File: config.mk
export PLATFORM = sky130hd
export DESIGN_NAME = utf8_to_arabic_iso_decoder_top
export DESIGN_NICKNAME = d
export VERILOG_FILES = /design/src/rtl/u2a_pkg.sv /design/src/rtl/u2a_front.sv /design/src/rtl/u2a_queue.sv /design/src/rtl/u2a_back.sv /design/src/rtl/utf8_to_arabic_iso_decoder_top.sv
export SDC_FILE = /design/constraint.sdc
export NUM_CORES = 1
export LEC_CHECK = 0
export BUFFER_PORTS_ARGS = -buffer_cell sky130_fd_sc_hd__buf_4
export CORE_UTILIZATION = 50
export DETAILED_ROUTE_END_ITERATION = 8
export MAX_ROUTING_LAYER = met4
export PLACE_DENSITY = 0.68
export SLEW_MARGIN = 20
export SYNTH_ARGS = -nofsm -noshare
export SYNTH_HDL_FRONTEND = slang
export SYNTH_SLANG_ARGS = --single-unit
File: constraint.sdc
create_clock -name clk -period 7.5 [get_ports clk]
set_input_delay 0.75 -clock clk [delete_from_list [all_inputs] [get_ports clk]]
set_output_delay 0.75 -clock clk [all_outputs]
set_load 0.05 [all_outputs]
File: src/rtl/u2a_pkg.sv
// u2a_pkg: shared types, constants and the code point mapping function for
// the UTF-8 to ISO-8859-6 decoder. No dependencies.
package u2a_pkg;

	localparam int unsigned MaxLength  = 65535;
	localparam int unsigned CountW     = 16;
	localparam int unsigned CodeW      = 31;
	localparam int unsigned PendW      = 3;
	localparam int unsigned CountCapI  = (MaxLength < 65535) ? MaxLength : 65535;
	localparam logic [CountW-1:0] CountCap = CountW'(CountCapI);

	// code point limits
	localparam logic [CodeW-1:0] CpAsciiEnd = 31'd127;
	localparam logic [CodeW-1:0] CpAr1Lo    = 31'h0621;
	localparam logic [CodeW-1:0] CpAr1Hi    = 31'h063A;
	localparam logic [CodeW-1:0] CpAr2Lo    = 31'h0640;
	localparam logic [CodeW-1:0] CpAr2Hi    = 31'h0652;
	localparam logic [10:0]      CpArOffset = 11'd1376;

	// special points and their ISO-8859-6 bytes
	localparam logic [CodeW-1:0] CpNbsp     = 31'h00A0;
	localparam logic [CodeW-1:0] CpCurrency = 31'h00A4;
	localparam logic [CodeW-1:0] CpComma    = 31'h060C;
	localparam logic [CodeW-1:0] CpShy      = 31'h00AD;
	localparam logic [CodeW-1:0] CpSemi     = 31'h061B;
	localparam logic [CodeW-1:0] CpQuest    = 31'h061F;
	localparam logic [7:0] IsoNbsp     = 8'd160;
	localparam logic [7:0] IsoCurrency = 8'd164;
	localparam logic [7:0] IsoComma    = 8'd172;
	localparam logic [7:0] IsoShy      = 8'd173;
	localparam logic [7:0] IsoSemi     = 8'd187;
	localparam logic [7:0] IsoQuest    = 8'd191;

	// one decoded event handed from the front to the back
	typedef struct packed {
		logic [7:0] ch;
		logic       emit;
		logic       last;
	} u2a_event_t;

	typedef struct packed {
		logic full;
		logic empty;
	} u2a_qstat_t;

	typedef struct packed {
		logic       hit;
		logic [7:0] iso;
	} u2a_map_t;

	function automatic u2a_map_t map_code(input logic [CodeW-1:0] code);
		u2a_map_t   m;
		logic [10:0] diff;
		diff  = code[10:0] - CpArOffset;
		m.hit = 1'b1;
		m.iso = 8'd0;
		if (code < CpAsciiEnd) begin
			m.iso = code[7:0];
		end else if ((code >= CpAr1Lo && code <= CpAr1Hi) ||
		             (code >= CpAr2Lo && code <= CpAr2Hi)) begin
			m.iso = diff[7:0];
		end else begin
			case (code)
				CpNbsp:     m.iso = IsoNbsp;
				CpCurrency: m.iso = IsoCurrency;
				CpComma:    m.iso = IsoComma;
				CpShy:      m.iso = IsoShy;
				CpSemi:     m.iso = IsoSemi;
				CpQuest:    m.iso = IsoQuest;
				default:    m.hit = 1'b0;
			endcase
		end
		return m;
	endfunction

endpackage

File: src/rtl/u2a_front.sv
// u2a_front: accepts UTF-8 bytes, assembles sequences and maps code points.
// Depends on u2a_pkg.
module u2a_front (
	input  logic                clk,
	input  logic                arst_n,
	input  logic                in_valid,
	input  logic [7:0]          in_byte,
	input  logic                in_last,
	output logic                in_ready,
	input  u2a_pkg::u2a_qstat_t qstat,
	output logic                push,
	output u2a_pkg::u2a_event_t push_ev
);

	logic [u2a_pkg::PendW-1:0] pending_q, pending_d;
	logic [u2a_pkg::CodeW-1:0] acc_q, acc_d, acc_shift;
	logic                      ok_q, ok_d;
	logic                      take, emit;
	logic [7:0]                ch;
	u2a_pkg::u2a_map_t         m;

	assign in_ready  = !qstat.full;
	assign take      = in_valid && in_ready;
	assign acc_shift = {acc_q[u2a_pkg::CodeW-7:0], in_byte[5:0]};
	assign m         = u2a_pkg::map_code(acc_shift);

	always_comb begin
		pending_d = pending_q;
		acc_d     = acc_q;
		ok_d      = ok_q;
		emit      = 1'b0;
		ch        = 8'd0;
		if (pending_q != '0) begin
			pending_d = pending_q - 1'b1;
			acc_d     = acc_shift;
			if (in_byte[7:6] != 2'b10)
				ok_d = 1'b0;
			if (pending_q == 3'd1) begin
				if (ok_d && m.hit) begin
					emit = 1'b1;
					ch   = m.iso;
				end
				acc_d = '0;
				ok_d  = 1'b1;
			end
		end else if (!in_byte[7]) begin
			emit = 1'b1;
			ch   = in_byte;
		end else if (in_byte[7:6] == 2'b11 && in_byte[7:1] != 7'h7F) begin
			// lead byte: length from the leading ones
			ok_d = 1'b1;
			if (!in_byte[5]) begin
				pending_d = 3'd1;
				acc_d     = u2a_pkg::CodeW'(in_byte[4:0]);
			end else if (!in_byte[4]) begin
				pending_d = 3'd2;
				acc_d     = u2a_pkg::CodeW'(in_byte[3:0]);
			end else if (!in_byte[3]) begin
				pending_d = 3'd3;
				acc_d     = u2a_pkg::CodeW'(in_byte[2:0]);
			end else if (!in_byte[2]) begin
				pending_d = 3'd4;
				acc_d     = u2a_pkg::CodeW'(in_byte[1:0]);
			end else begin
				pending_d = 3'd5;
				acc_d     = u2a_pkg::CodeW'(in_byte[0]);
			end
		end
		// end of string: drop any open sequence
		if (in_last) begin
			pending_d = '0;
			acc_d     = '0;
			ok_d      = 1'b1;
		end
	end

	assign push         = take && (emit || in_last);
	assign push_ev.ch   = ch;
	assign push_ev.emit = emit;
	assign push_ev.last = in_last;

	always_ff @(posedge clk or negedge arst_n) begin
		if (!arst_n) begin
			pending_q <= '0;
			acc_q     <= '0;
			ok_q      <= 1'b1;
		end else if (take) begin
			pending_q <= pending_d;
			acc_q     <= acc_d;
			ok_q      <= ok_d;
		end
	end

endmodule

File: src/rtl/u2a_queue.sv
// u2a_queue: two-entry queue of decoded events between front and back.
// Depends on u2a_pkg.
module u2a_queue (
	input  logic                clk,
	input  logic                arst_n,
	input  logic                push,
	input  u2a_pkg::u2a_event_t push_ev,
	input  logic                pop,
	output u2a_pkg::u2a_event_t pop_ev,
	output u2a_pkg::u2a_qstat_t qstat
);

	u2a_pkg::u2a_event_t slot_q [2];
	logic                wr_q, rd_q;
	logic [1:0]          cnt_q;

	assign qstat.full  = (cnt_q == 2'd2);
	assign qstat.empty = (cnt_q == 2'd0);
	assign pop_ev      = slot_q[rd_q];

	always_ff @(posedge clk) begin
		if (push)
			slot_q[wr_q] <= push_ev;
	end

	always_ff @(posedge clk or negedge arst_n) begin
		if (!arst_n) begin
			wr_q  <= 1'b0;
			rd_q  <= 1'b0;
			cnt_q <= 2'd0;
		end else begin
			if (push)
				wr_q <= !wr_q;
			if (pop)
				rd_q <= !rd_q;
			cnt_q <= cnt_q + {1'b0, push} - {1'b0, pop};
		end
	end

endmodule

File: src/rtl/u2a_back.sv
// u2a_back: counts emitted characters and drives the registered result.
// Depends on u2a_pkg.
module u2a_back (
	input  logic                         clk,
	input  logic                         arst_n,
	input  u2a_pkg::u2a_qstat_t          qstat,
	input  u2a_pkg::u2a_event_t          pop_ev,
	output logic                         pop,
	output logic                         out_valid,
	input  logic                         out_ready,
	output logic [7:0]                   out_char,
	output logic                         out_flag,
	output logic                         out_end,
	output logic [u2a_pkg::CountW-1:0]   out_count
);

	logic [u2a_pkg::CountW-1:0] count_q, count_d;
	logic                       valid_q;

	assign out_valid = valid_q;
	assign pop       = !qstat.empty && (!valid_q || out_ready);

	always_comb begin
		count_d = count_q;
		if (pop_ev.emit && count_q < u2a_pkg::CountCap)
			count_d = count_q + 1'b1;
	end

	always_ff @(posedge clk or negedge arst_n) begin
		if (!arst_n) begin
			valid_q <= 1'b0;
			count_q <= '0;
		end else begin
			if (pop) begin
				valid_q <= 1'b1;
				count_q <= pop_ev.last ? '0 : count_d;
			end else if (out_ready) begin
				valid_q <= 1'b0;
			end
		end
	end

	always_ff @(posedge clk) begin
		if (pop) begin
			out_char  <= pop_ev.ch;
			out_flag  <= pop_ev.emit;
			out_end   <= pop_ev.last;
			out_count <= count_d;
		end
	end

endmodule

File: src/rtl/utf8_to_arabic_iso_decoder_top.sv
// utf8_to_arabic_iso_decoder_top: UTF-8 to ISO-8859-6 stream decoder.
// Depends on u2a_pkg, u2a_front, u2a_queue and u2a_back.
//
// Usage:
//   Input channel s_axis: one raw UTF-8 byte per item in s_axis_tdata, with
//   s_axis_tlast high on the final byte of a string.
//   Output channel m_axis: one item for every emitted character and one for
//   a final byte of a string that emits none. m_axis_tuser is high when
//   m_axis_tdata[7:0] holds a character (zero otherwise), m_axis_tlast
//   closes the string, and m_axis_tdata[23:8] is the running count of
//   emitted characters, final on the tlast item. Bytes that produce nothing
//   (lead and continuation bytes, dropped sequences) give no output item.
//   Throughput: one byte per cycle while m_axis_tready is high; the front
//   decodes a byte in the cycle it is accepted, so rate is set by the single
//   decode stage. Result path: the queue entry is written at the accepting
//   edge, the output register when the back pops that entry.
//   Back-pressure: when m_axis_tready is low the output register holds its
//   item, the two-entry queue fills, and s_axis_tready drops only once the
//   queue is full.
//   Reset: arst_n clears the sequence state, the count, the queue and the
//   output valid at once; items are accepted as soon as it is released.
module utf8_to_arabic_iso_decoder_top (
	input  logic        clk,
	input  logic        arst_n,
	input  logic        s_axis_tvalid,
	output logic        s_axis_tready,
	input  logic [7:0]  s_axis_tdata,  // [7:0] in_byte
	input  logic        s_axis_tlast,
	output logic        m_axis_tvalid,
	input  logic        m_axis_tready,
	output logic [23:0] m_axis_tdata,  // [7:0] out_char, [23:8] out_count
	output logic        m_axis_tuser,  // [0] char_valid
	output logic        m_axis_tlast
);

	u2a_pkg::u2a_qstat_t qstat;
	u2a_pkg::u2a_event_t push_ev, pop_ev;
	logic                push, pop;
	logic [7:0]          out_char;
	logic [15:0]         out_count;

	// front: decode bytes, map code points
	u2a_front u_front (
		.clk      (clk),
		.arst_n   (arst_n),
		.in_valid (s_axis_tvalid),
		.in_byte  (s_axis_tdata),
		.in_last  (s_axis_tlast),
		.in_ready (s_axis_tready),
		.qstat    (qstat),
		.push     (push),
		.push_ev  (push_ev)
	);

	// queue: decouple decode from the output handshake
	u2a_queue u_queue (
		.clk     (clk),
		.arst_n  (arst_n),
		.push    (push),
		.push_ev (push_ev),
		.pop     (pop),
		.pop_ev  (pop_ev),
		.qstat   (qstat)
	);

	// back: count characters, hold the result for the receiver
	u2a_back u_back (
		.clk       (clk),
		.arst_n    (arst_n),
		.qstat     (qstat),
		.pop_ev    (pop_ev),
		.pop       (pop),
		.out_valid (m_axis_tvalid),
		.out_ready (m_axis_tready),
		.out_char  (out_char),
		.out_flag  (m_axis_tuser),
		.out_end   (m_axis_tlast),
		.out_count (out_count)
	);

	assign m_axis_tdata = {out_count, out_char};

	// an item without a character exists only to close the string
	assert property (@(posedge clk) disable iff (!arst_n)
		m_axis_tvalid && !m_axis_tuser |-> m_axis_tlast)
		else $error("result without character is not end of string");

	// a non-character result carries a zero byte
	assert property (@(posedge clk) disable iff (!arst_n)
		m_axis_tvalid && !m_axis_tuser |-> m_axis_tdata[7:0] == 8'd0)
		else $error("out_char not zero without character");

	// a character result has counted at least itself
	assert property (@(posedge clk) disable iff (!arst_n)
		m_axis_tvalid && m_axis_tuser |-> m_axis_tdata[23:8] != 16'd0)
		else $error("count zero on emitted character");

	// never write into a full queue
	assert property (@(posedge clk) disable iff (!arst_n)
		qstat.full |-> !push)
		else $error("push into full queue");

endmodule

# == After elaboration in Yosys (flattened, before gate mapping) ==
# Memory sizes are Yosys's and may differ from the RTL's.
# Cells that the tools add are included.
# totals
out_inout_bits,28
n_memories,1
mem_bits_ro,0
register_bits,76
latchBits,0
ram_bits,20
wordCells,102
# op_classes
n_reduce_logical,23
div,0
n_lt_le_gt_ge,6
shift,0
multipliers,0
bitwise_logic,0
n_mux,44
add_sub_neg,5
n_eq_ne,11
# memory_table
name,depth,width,read_ports,rd_clocked_by_memory_dff,write_ports,line_no,source
u_queue.slot_q,2,10,1,0,1,u2a_queue.sv:13,u2a_pkg::u2a_event_t slot_q [2];
# ops
cell,count
two-way mux 25 bit,7
== test 31 x 11 -> 1 bit (second input constant),3
== test 31 x 8 -> 1 bit (second input constant),3
greater-or-equal comparator 31 x 11 -> 1 bit (second input constant),2
<= comparator 31 x 11 -> 1 bit (second input constant),2
one-hot mux 8 bit (6 select lines),1
two-way mux 8 bit,5
two-way mux 16 bit,2
< comparator 31 x 7 -> 1 bit (second input constant),1
two-way mux 3 bit,8
two-way mux 1 bit,19
adder 16 x 1 -> 16 bit (second input constant),1
< comparator 16 bit (second input constant),1
nonzero test 3 bit,3
logical AND 1 bit,8
subtractor 8 x 7 -> 8 bit (second input constant),1
two-way mux 7 bit,1
!= test 7 bit (second input constant),1
OR reduction 6 bit,1
logical NOT 1 bit,5
== test 2 bit (second input constant),2
== test 3 x 1 -> 1 bit (second input constant),1
logical OR 1 bit,3
AND reduction 3 bit,1
7 further kinds,7

# == Logic depth before layout (Yosys ltp) ==
# Gate-level depths: netlist of the first run.
# logic_depth
ltp_word,13
depth_mapped,13

# == Hierarchy ==
# A second synthesis of the first run with hierarchy kept.
# unflattened
cells_unflattened,491
hier_area_um2,5097.4
# modules_own_cells
module,seq_area_each_um2,n_inst,cells_each,area_per_inst_um2
u2a_back,1206.2,1,185,2137.0
u2a_front,726.9,1,260,2005.7
u2a_queue,700.7,1,46,954.7

# == Worst setup path after synthesis of the first run ==
# OpenSTA, ideal clock, no wires.
# synth_path
kind,input port to flip-flop
from,input s_axis_tdata[3]
to,memory u_queue.slot_q[1][0] in the netlist's numbering (enable)
setup_slack_ns,4.062
n_path_buf,2
cell_stages,8
setup_ns,0.393
arrival_ns,3.045
required_time_ns,7.107
cell_sequence,clkbuf_1 -> and3_1 -> nor3b_1 -> nor4_1 -> o41a_1 -> buf_6 -> a31o_2 -> a211oi_1
# synth_between
elab_chain_len,13
elab_cells_between_ends,26
# synth_rtl
item,line_no,source
start: declaration,utf8_to_arabic_iso_decoder_top.sv:27,"input logic [7:0] s_axis_tdata,"
"greater-or-equal comparator 31 x 11 -> 1 bit, or another cell as far along",u2a_pkg.sv:59,end else if ((code >= CpAr1Lo && code <= CpAr1Hi) ||
"logical AND 1 bit, or another cell as far along",u2a_pkg.sv:59,
logical OR 1 bit or two-way mux 1 bit (tied branches),"u2a_pkg.sv:59, u2a_pkg.sv:63",
two-way mux 1 bit,u2a_pkg.sv:59,
two-way mux 1 bit *,u2a_pkg.sv:57,if (code < CpAsciiEnd) begin
logical AND 1 bit *,u2a_front.sv:39,if (ok_d && m.hit) begin
two-way mux 1 bit *,u2a_front.sv:39,
two-way mux 1 bit *,u2a_front.sv:38,if (pending_q == 3'd1) begin
two-way mux 1 bit *,u2a_front.sv:33,if (pending_q != '0) begin
logical OR 1 bit *,u2a_front.sv:77,assign push = take && (emit || in_last);
logical AND 1 bit *,u2a_front.sv:77,
two-way mux 1 bit *,u2a_queue.sv:22,if (push)
two-way mux 1 bit (not written as such) *,u2a_queue.sv:23,slot_q[wr_q] <= push_ev;
end: declaration,u2a_queue.sv:13,
# Mark *: on every way between the ends. The rest lies on a longest branch, timed or not.

# == Worst setup path after layout of the first run ==
# layout_path
from,register u_front.acc_q[23] in the netlist's numbering
to,memory u_queue.slot_q[0][5] in the netlist's numbering (enable)
# layout_between
elab_chain_len,13
elab_cells_between_ends,26
# layout_rtl
item,line_no,source
start: declaration,u2a_front.sv:16,"logic [u2a_pkg::CodeW-1:0] acc_q, acc_d, acc_shift;"
start signal: assignment,u2a_front.sv:85,acc_q <= '0;
start signal: assignment,u2a_front.sv:89,acc_q <= acc_d;
"greater-or-equal comparator 31 x 11 -> 1 bit, or another cell as far along",u2a_pkg.sv:59,
"logical AND 1 bit, or another cell as far along",u2a_pkg.sv:59,
logical OR 1 bit or two-way mux 1 bit (tied branches),"u2a_pkg.sv:59, u2a_pkg.sv:63",
two-way mux 1 bit,u2a_pkg.sv:59,
two-way mux 1 bit *,u2a_pkg.sv:57,
logical AND 1 bit *,u2a_front.sv:39,
two-way mux 1 bit *,u2a_front.sv:39,
two-way mux 1 bit *,u2a_front.sv:38,
two-way mux 1 bit *,u2a_front.sv:33,
logical OR 1 bit *,u2a_front.sv:77,
logical AND 1 bit *,u2a_front.sv:77,
two-way mux 1 bit *,u2a_queue.sv:22,
two-way mux 1 bit (not written as such) *,u2a_queue.sv:23,
# Marked as above.

==> impl_metrics.csv, run 1 <==
group,metric,value,unit
detailed_routing,first_iter_violations,158,
power,ir_worst_vdd,0.157,mV
synthesis,synth.area.top_cells,"edfxtp_1, dfrtp_1, nand2_1",
flow_run,drv_cap,0,
detailed_routing,final_antenna_net_count,0,
power,leakage,2.12,nW
power,comb_power_share,45.6,%
grt,grt_max_degree,57,
grt,grtUsageTotal,21.6,%
timing,setup_viol,0,
placement,dp_hpwl,6850,microns
clock_tree,htreeDepth,3,
timing,tightest_slew,0.832,ns
die,dieWidth,101,microns
timing,slew_violations,0,
critical_path,critical_path.slowest_cell,"o41a_1",
timing,fin_setup_tns,0,ns
critical_path,required,7.56,ns
finish,fillers,824,
critical_path,endpoint_kind,"flip-flop",
clock_tree,clock_path_buffers,2,
synthesis,synth-edff-count,46,
timing,clock_skew,0.0137,ns
detailed_routing,vias,3666,
clock_tree,cts_setup_buffers,0,
detailed_routing,wl,9980,microns
die,io_pins,41,
timing,relSlewSlack,42.9,%
synthesis,yosysTopAreaCellShare,27.9,%
grt,grt_overflow,0,
timing,rsz0062_at_grt,"false",
power,pwr-share-clk,14.7,%
placement,placed_area,5320,sq um
timing,fmax,338,MHz
synthesis,netlist_area,4940,sq um
critical_path,worstSetupPathType,"flip-flop to flip-flop",
power,power_density,370,nW/um^2
finish,fin_area,5490,sq um
critical_path,arrival,3.02,ns
detailed_routing,drc,0,
detailed_routing,viasPerCell,5.76,
worst_hold_path,hp-class,"primary input to async pin",
grt,grt_pass1_wl,16600,microns
synthesis,synthCells,476,
clock_tree,cts-root-buf,"clkbuf_8",
clock_tree,cts_sinks,96,
finish,drive_gt1_share,17.5,%
power,swShare,44.0,%
timing,fin_crit,2.96,ns
clock_tree,holdBufCountCts,0,
detailed_routing,wl_per_cell,15.7,microns
critical_path,max_stage_delay,0.60,ns
detailed_routing,drt-pass1-iter-count,5,
timing,holdWs,0.405,ns
power,switching_power,0.894,mW
finish,area_delta_synth_final,11.1,%
finish,final_net_count,526,
die,die_h,101,microns
placement,port_buffers,40,
die,start_util,52.5,%
timing,setup_ws,4.54,ns
synthesis,synth-seq-area-share,53.3,%
synthesis,synth_nets,499,
placement,gp_congestion,0.903,
timing,fin_crit_sh,39.4,%
power,pwr-share-seq,39.7,%
critical_path,worstPathMaxFanout,11,
grt,antenna_found_initial,0,
synthesis,avgSynthCellArea,10.4,sq um
clock_tree,numCtsBuffers,9,
clock_tree,clk_pin_slew,0.10,ns
synthesis,async_flop_share,52.1,%
critical_path,worstPathCellList,"or4_1 -> nor2_1 -> nand2_2 -> o41a_1 -> a31o_2 -> a211oi_1 -> buf_4",
timing,hold_viol,0,
grt,grt_pass1_vias,3342,
clock_tree,cts_resized,0,
finish,antennaDiodeCount,0,
synthesis,synth_flop_cell,"dfrtp_1",
placement,post-place-ws,4.38,ns
critical_path,crit_path_start_kind,"flip-flop",
synthesis,ys_ff_latch,96,
run_status,status,"finished clean",
clock_tree,tritoncts,"done",
die,dieArea,10300,sq um
clock_tree,clk_latency,0.36,ns
finish,fin_util,58.3,%
synthesis,synth.distinct_cells,64,
synthesis,yosysWarnings,0,
die,row_count,35,
synthesis,yosysTopAreaCell,"edfxtp_1",
power,intPower,1.14,mW
die,core-area,9420,sq um
==> power by group through the flow <==
stage	clock network, mW	registers (mW)	logic (mW)
final	0.300	0.806	0.927
after floorplan	0	0.971	0.563
after global routing	0.328	0.827	1.02
after CTS	0.307	0.807	0.935
after detailed placement	0	0.817	0.931
after global placement	0	0.814	0.927
==> cell usage after synthesis (2+ instances only) <==
cell       instances
o31ai_1           14
clkbuf_1          22
buf_6              2
a311o_1            2
nor4_1             4
a31o_2             2
buf_4              2
buf_1              3
nand3_1           19
inv_1             13
ha_1              10
o211ai_1           6
nand4_1            6
nor3b_1            2
xor2_1             4
xnor2_1           15
and4_1             3
a2111oi_4          2
nor3_1             6
or4_1              4
a21oi_1           17
and2_1             6
dfrtp_1           49
nor2_1            22
and3_1             3
o21a_1             2
o41ai_1            3
or2_2              2
edfxtp_1          46
a211oi_1           3
nand2b_1           3
mux2_2            10
o21ai_0           49
a22o_1             4
or4_4              3
nand2_1           76
a2111oi_0          2
a31oi_1            9
==> critical path, delay by kind of cell, from the launching register on <==
| family | cells | cell delay [ns] |
|---|---|---|
| buf+inv | 1 | 0.22 |
| flops | 1 | 0.39 |
| compound gates | 3 | 1.10 |
| simple gates | 3 | 0.96 |
==> flip-flops by register name, summed over array words and instances (netlist names) <==
signal,count
u_queue.cnt_q,2
u_queue.wr_q,1
u_queue.slot_q,20
u_back.out_count,16
u_back.out_char,8
u_back.out_valid,1
u_queue.rd_q,1
u_back.out_flag,1
u_front.acc_q,25
u_front.pending_q,3
u_front.ok_q,1
u_back.out_end,1
u_back.count_q,16
==> final timing paths <==
| check | slack, ns | startpoint | depth (start not counted) | end |
|---|---|---|---|---|
| max | 4.54 | u_front.acc_q[23]$_DFFE_PN0P_ | 7 | u_queue.slot_q[0][5]$_DFFE_PP_ |
| min | 0.40 | arst_n | 1 | u_back.count_q[7]$_DFFE_PN0P_ |
| max reg2reg | 4.54 | u_front.acc_q[23]$_DFFE_PN0P_ | 7 | u_queue.slot_q[0][5]$_DFFE_PP_ |
| min reg2reg | 0.48 | u_front.acc_q[19]$_DFFE_PN0P_ | 2 | u_front.acc_q[19]$_DFFE_PN0P_ |
| max in group asynchronous | 6.64 | arst_n | 1 | u_front.acc_q[3]$_DFFE_PN0P_ |
| min in group clk | 0.48 | u_front.acc_q[19]$_DFFE_PN0P_ | 2 | u_front.acc_q[19]$_DFFE_PN0P_ |
==> layout by cell type, fill, tap and decap left out, drive strengths merged, types with 3 or more instances in the layout <==
cell type / netlist / layout
a2111oi: 5 / 5
nand4: 6 / 6
and3: 4 / 4
o21ai: 50 / 50
buf: 8 / 46
o211ai: 6 / 6
o41ai: 3 / 3
nor3: 7 / 7
nor4: 4 / 4
clkbuf: 22 / 10
xnor2: 15 / 15
and2: 7 / 7
or4: 7 / 7
inv: 13 / 14
ha: 10 / 10
mux2: 10 / 10
xor2: 4 / 4
nand2b: 3 / 3
a22o: 4 / 4
clkinvlp: 0 / 3
edfxtp: 46 / 46
and4: 3 / 3
a21oi: 18 / 18
nand3: 19 / 19
nor2: 22 / 22
a31oi: 9 / 9
o31ai: 14 / 14
a211oi: 4 / 4
nand2: 77 / 77
dfrtp: 49 / 49
==> final cells by class <==
type	instances	area [sq um]	area share [%]
flip-flops and latches	96	2630	48.0
inverters	13	48.8	0.889
clock buffers	10	128	2.32
repair buffers	46	345	6.29
well taps	129	161	2.94
multi-input cells	337	2130	38.8
clock inverters	6	43.8	0.797
==> logic make-up (layout without fill, tap and decap cells) <==
logic type	after synthesis	count (layout)	synth area share [%]
AO/OA/AOI/OAI	127	127	17.3
XOR/XNOR	19	19	3.37
adder cells (fa/ha/maj)	10	10	2.53
buffers and inverters	43	75	3.75
flip-flops	96	96	53.3
multiplexers	11	11	2.48
AND/OR/NAND/NOR	170	170	17.3
==> per-stage QoR <==
step	power [mW]	instances
2_1_floorplan	1.53	476
5_1_grt	2.17	637
6_report	2.03	637
3_3_place_gp	1.74	621
4_1_cts	2.05	637
3_5_place_dp	1.75	621
==> routing by layer <==
metal	vias up	share of wire, %	global-route usage, %	routed length, microns
li1	1805	-	-	-
met1	1761	48	29.2	4810
met2	91	47	34.0	4690
met3	9	3.7	3.73	366
met4	0	1.0	5.13	104
met5	-	0	-	0
Note: power is estimated with default switching activity, not from simulation.
==> run 2, diff against run 1 <==
Settings changed: PLACE_DENSITY 0.68 to 0.7.
Clock period 7.5 ns to 2.6 ns, I/O delays scaled along.
==> run 2 against run 1 <==
  * The flow now finishes with violations (negative setup slack)
  * Sequential power grew to 2.8 times the previous value
  * Combinational power rose to 3.7 times the previous value
  * Flip-flop and latch count is the same
  * Cell area increased by 7.9%
  * Register-to-register slack lost 4.7 ns
  * Largest cell class unchanged
==> impl_metrics.csv, run 2 (synthesis results as in run 1) <==
group,metric,value,unit
run_status,status,"complete, but fails checks",
run_status,violations,"negative setup slack",
power,switching_power,2.79,mW
power,ir_worst_vdd,0.606,mV
power,pwr-share-clk,14.0,%
finish,largest_register_ff_count,25,
grt,grtUsageTotal,22.4,%
grt,grt_overflow,0,
finish,fillers,775,
placement,dp_hpwl,7230,microns
finish,area_delta_synth_final,19.9,%
detailed_routing,vias,3816,
finish,most-common-layout-cells,"buf_4, nand2_1, dfrtp_1, o21ai_0, edfxtp_1",
clock_tree,htreeDepth,3,
timing,rsz0062_at_grt,"true",
critical_path,required,2.67,ns
critical_path,arrival,2.78,ns
detailed_routing,viasPerCell,5.63,
placement,port_buffers,40,
die,core-area,9420,sq um
power,power_density,1110,nW/um^2
power,intPower,3.77,mW
timing,fin_crit_sh,104,%
timing,clock_skew,0.0137,ns
timing,setup_viol,25,
critical_path,worstPathCellList,"or4_4 -> a211oi_2 -> a21oi_1 -> o41a_1 -> a31o_4 -> a211oi_4 -> buf_12",
die,die_h,101,microns
die,dieArea,10300,sq um
grt,grt_pass1_wl,17200,microns
timing,tightest_slew,0.844,ns
detailed_routing,final_antenna_net_count,0,
finish,fin_area,5930,sq um
critical_path,worstPathMaxFanout,10,
worst_hold_path,hp-class,"primary input to flip-flop",
clock_tree,cts_sinks,96,
die,dieWidth,101,microns
power,leakage,2.35,nW
critical_path,critical_path.slowest_cell,"or4_4",
clock_tree,clock_path_buffers,2,
detailed_routing,drt-pass1-iter-count,5,
timing,setup_ws,-0.110,ns
timing,fin_crit,2.71,ns
clock_tree,tritoncts,"done",
die,start_util,52.5,%
detailed_routing,first_iter_violations,204,
worst_hold_path,hold_depth,3,
detailed_routing,wl_per_cell,15.3,microns
finish,layout_commonest_cell,"buf_4",
critical_path,max_stage_delay,0.59,ns
grt,antenna_found_initial,0,
die,row_count,35,
grt,grt_max_degree,57,
detailed_routing,wl,10400,microns
finish,drive_gt1_share,25.1,%
timing,relSlewSlack,42.1,%
critical_path,r2r_cells,7,
finish,final_net_count,567,
power,p_total,6.56,mW
detailed_routing,drc,0,
timing,slew_violations,0,
finish,reg_top3,"u_front.acc_q: 25 flops, u_queue.slot_q: 20 flops",
critical_path,critPathBufInv,1,
critical_path,crit_path_start_kind,"flip-flop",
power,pwr-share-seq,34.2,%
grt,grt_pass1_vias,3603,
critical_path,endpoint_kind,"flip-flop",
clock_tree,clk_pin_slew,0.10,ns
placement,placed_area,5680,sq um
finish,largest_register,"u_front.acc_q",
clock_tree,clk_latency,0.36,ns
critical_path,cp.depth,7,
flow_run,drv_cap,0,
critical_path,worstSetupPathType,"flip-flop to flip-flop",
clock_tree,cts-root-buf,"clkbuf_8",
timing,fmax,369,MHz
placement,gp_congestion,0.880,
power,comb_power_share,51.8,%
critical_path,critPathTopFamily,"compound AO/OA/AOI/OAI gates",
timing,hold_viol,0,
clock_tree,numCtsBuffers,9,
die,io_pins,41,
power,swShare,42.6,%
finish,antennaDiodeCount,0,
[run 2: what timing repair did]
| action | in CTS | in global routing |
|---|---|---|
| setup buffers | 1 | 2 |
| endpoints found under the hold margin | 49 | 0 |
| cloned | 0 | 0 |
| hold buffers | 1 | 0 |
| pin swaps | 0 | 5 |
| resized for setup | 3 | 7 |
| setup endpoints to repair | 25 | 34 |
[run 2: layout make-up]
| class | instances | area [sq um] | area share [%] |
|---|---|---|---|
| flip-flops and latches | 96 | 2630 | 44.4 |
| multi-input cells | 337 | 2210 | 37.2 |
| clock inverters | 7 | 63.8 | 1.08 |
| inverters | 13 | 48.8 | 0.823 |
| well taps | 129 | 161 | 2.72 |
| repair buffers | 87 | 688 | 11.6 |
| clock buffers | 9 | 124 | 2.09 |
[run 2: per-stage QoR]
step           util (%)  setup slack, ns  setup TNS, ns  hold slack [ns]  std cells
2_1_floorplan         -           -0.183          -3.43          -0.0356        476
3_3_place_gp       60.3          -0.0648         -0.988            0.331        660
3_5_place_dp       60.3           -0.103          -1.65            0.334        660
4_1_cts            62.7           -0.112          -1.99            0.200        678
5_1_grt            62.9           -0.230          -5.29            0.205        678
6_report           62.9           -0.110          -2.17            0.205        678
[run 2: final timing paths]
check | slack [ns] | to | start
setup / recovery | -0.11 | u_queue.slot_q[1][1]$_DFFE_PP_ | u_front.acc_q[5]$_DFFE_PN0P_
hold / removal | 0.20 | u_back.out_valid$_DFFE_PN0P_ | m_axis_tready
setup reg to reg | -0.11 | u_queue.slot_q[1][1]$_DFFE_PP_ | u_front.acc_q[5]$_DFFE_PN0P_
hold reg to reg | 0.48 | u_front.acc_q[19]$_DFFE_PN0P_ | u_front.acc_q[19]$_DFFE_PN0P_
max in group asynchronous | 1.69 | u_front.acc_q[23]$_DFFE_PN0P_ | arst_n
min in group asynchronous | 0.45 | u_back.count_q[3]$_DFFE_PN0P_ | arst_n
[run 2: worst register-to-register path, stage by stage (launching register included)]
cell and delay (ns):
dfrtp_1 0.38, or4_4 0.59, a211oi_2 0.17, a21oi_1 0.09, o41a_1 0.48, a31o_4 0.28, a211oi_4 0.28, buf_12 0.17
[run 2: power groups by stage]
stage	sequential, mW	combinational (mW)	clock, mW
CTS	2.25	3.32	0.937
detailed placement	2.28	3.23	0
global placement	2.27	3.21	0
global route	2.29	3.69	0.997
finish	2.24	3.40	0.921
floorplan	2.80	1.65	0
[run 2: routing by layer]
metal,wire length (microns),vias up,part of all wire [%],global-route usage [%]
met5,0,-,0,-
met4,177,0,1.7,7.25
met3,448,15,4.3,4.42
met2,5170,82,50,35.7
met1,4570,1832,44,28.7
li1,-,1887,-,-
==> run 3, diff against run 2 <==
Settings changed: CORE_ASPECT_RATIO set to 0.6, CTS_CLUSTER_SIZE set to 8.
==> run 3 against run 2 <==
  * The flow still finishes with violations (negative setup slack)
  * Maximum frequency shrank 1.7%
  * Hold slack improved by 0.011 ns
  * Clock skew is 0.0092 ns lower
  * Combinational power is 7.6% higher
  * Core utilization increased by 2.3 points
  * Clock power grew 43%
  * Critical path depth increased by 1
  * Global-route usage up 3.3 points
  * First-iteration DRC count grew 100%
  * Worst setup slack lost 0.046 ns
  * Largest cell class unchanged
  * Largest power group unchanged
  * Highest routed layer unchanged
==> impl_metrics.csv, run 3 (synthesis results as in run 1) <==
group,metric,value,unit
timing,fmax,363,MHz
power,intPower,4.27,mW
run_status,violations,"negative setup slack",
finish,final_net_count,575,
critical_path,arrival,2.85,ns
clock_tree,cts-root-buf,"clkbuf_16",
worst_hold_path,hold_start,"m_axis_tready",
timing,fin_crit_sh,106,%
detailed_routing,drc,0,
power,switching_power,2.97,mW
detailed_routing,drt-pass1-iter-count,7,
die,core-area,9390,sq um
finish,area_delta_synth_final,23.9,%
clock_tree,numCtsBuffers,9,
finish,largest_register,"u_front.acc_q",
die,die_h,79.0,microns
finish,fin_util,65.2,%
critical_path,worstSetupPathType,"flip-flop to flip-flop",
finish,fillers,763,
detailed_routing,viasPerCell,5.81,
power,pwr-share-seq,31.3,%
finish,most-common-layout-cells,"buf_4, nand2_1, dfrtp_1, o21ai_0, edfxtp_1",
detailed_routing,wl_per_cell,17.3,microns
timing,slew_violations,0,
timing,relSlewSlack,28.6,%
timing,fin_crit,2.76,ns
power,leakage,2.46,nW
critical_path,worstSetupStartpoint,"u_front.acc_q[5]$_DFFE_PN0P_",
timing,fin_setup_tns,-4.06,ns
detailed_routing,wl,11900,microns
die,io_pins,41,
finish,antennaDiodeCount,0,
clock_tree,tritoncts,"done",
die,row_count,27,
detailed_routing,final_antenna_net_count,0,
finish,reg_top3,"u_front.acc_q: 25 flops, u_queue.slot_q: 20 flops",
die,dieArea,10300,sq um
finish,largest_register_ff_count,25,
clock_tree,clk_pin_slew,0.07,ns
critical_path,worstReg2RegStart,"u_front.acc_q[5]$_DFFE_PN0P_",
grt,grt_overflow,0,
flow_run,drv_cap,0,
grt,grt_pass1_vias,3732,
detailed_routing,first_iter_violations,414,
power,comb_power_share,50.5,%
placement,gp_congestion,0.905,
grt,antenna_found_initial,0,
die,dieWidth,130,microns
clock_tree,htreeDepth,3,
power,swShare,41.0,%
clock_tree,clk_latency,0.35,ns
detailed_routing,vias,3993,
timing,setup_ws,-0.156,ns
finish,drive_gt1_share,26.2,%
timing,clock_skew,0.00450,ns
grt,grt_max_degree,57,
timing,hold_viol,0,
power,ir_worst_vdd,0.598,mV
timing,setup_viol,33,
timing,tightest_slew,1.04,ns
placement,dp_hpwl,8350,microns
worst_hold_path,hp-class,"primary input to flip-flop",
finish,layout_commonest_cell,"buf_4",
critical_path,crit_path_start_kind,"flip-flop",
clock_tree,cts_sinks,96,
run_status,status,"complete, but fails checks",
grt,grt_pass1_wl,19100,microns
die,start_util,52.6,%
critical_path,worstPathMaxFanout,5,
placement,placed_area,5700,sq um
placement,port_buffers,40,
finish,fin_area,6120,sq um
power,power_density,1180,nW/um^2
timing,rsz0062_at_grt,"true",
grt,grtUsageTotal,25.6,%
clock_tree,clock_path_buffers,2,
power,pwr-share-clk,18.2,%
critical_path,endpoint_kind,"flip-flop",
critical_path,required,2.69,ns
[run 3: metrics by stage]
stage	hold WS, ns	power, mW	cells	worst slack, ns
after floorplan	-0.0356	4.46	476	-0.183
after global placement	0.332	5.47	664	-0.0447
after detailed placement	0.338	5.55	664	-0.140
after CTS	0.213	6.89	681	-0.119
after global routing	0.227	7.64	687	-0.198
final	0.216	7.24	687	-0.156
[run 3: final cells by class]
class / count / area (sq um) / area share [%]
inverters: 13 / 48.8 / 0.797
repair buffers: 95 / 756 / 12.3
clock inverters: 6 / 67.6 / 1.10
well taps: 130 / 163 / 2.66
multi-input cells: 337 / 2220 / 36.3
clock buffers: 10 / 229 / 3.74
flip-flops and latches: 96 / 2630 / 43.0
[run 3: path summary, 6_finish.rpt]
path                                               endpoint  slack [ns]  depth (start not counted)
max in group asynchronous    u_back.count_q[11]$_DFFE_PN0P_        1.65                          2
max                          u_queue.slot_q[0][7]$_DFFE_PP_       -0.16                          8
min in group asynchronous     u_front.acc_q[14]$_DFFE_PN0P_        0.49                          2
min reg2reg                u_front.pending_q[1]$_DFFE_PN0P_        0.48                          2
min                            u_back.out_valid$_DFFE_PN0P_        0.22                          3
max reg2reg                  u_queue.slot_q[0][7]$_DFFE_PP_       -0.16                          8
[run 3: what timing repair did]
item	in CTS	in global routing
setup endpoints to repair	33	38
pin swaps	2	8
setup buffers	0	6
endpoints found under the hold margin	49	0
hold buffers	1	0
gates resized for setup	1	13
[run 3: routing by layer]
metal  track usage, %  part of all wire, %  up-vias
met1             37.8                   49     1911
met4             6.09                  1.1        0
li1                 -                    -     1902
met2             34.1                   42      166
met3             7.82                  7.6       14
met5                -                    0        -
[run 3: power groups by stage]
stage / combinational, mW / sequential (mW) / clock [mW]
floorplan: 1.65 / 2.80 / 0
detailed placement: 3.26 / 2.29 / 0
finish: 3.66 / 2.27 / 1.32
global route: 3.93 / 2.32 / 1.39
CTS: 3.29 / 2.26 / 1.34
global placement: 3.20 / 2.27 / 0
[run 3: worst max-delay path: stages (launching register included)]
cell and delay, ns:
dfrtp_1 0.37, or4_4 0.61, a211oi_2 0.21, a21oi_2 0.09, o41a_1 0.47, buf_4 0.16, buf_6 0.12, and2_4 0.16
a311o_1 0.32
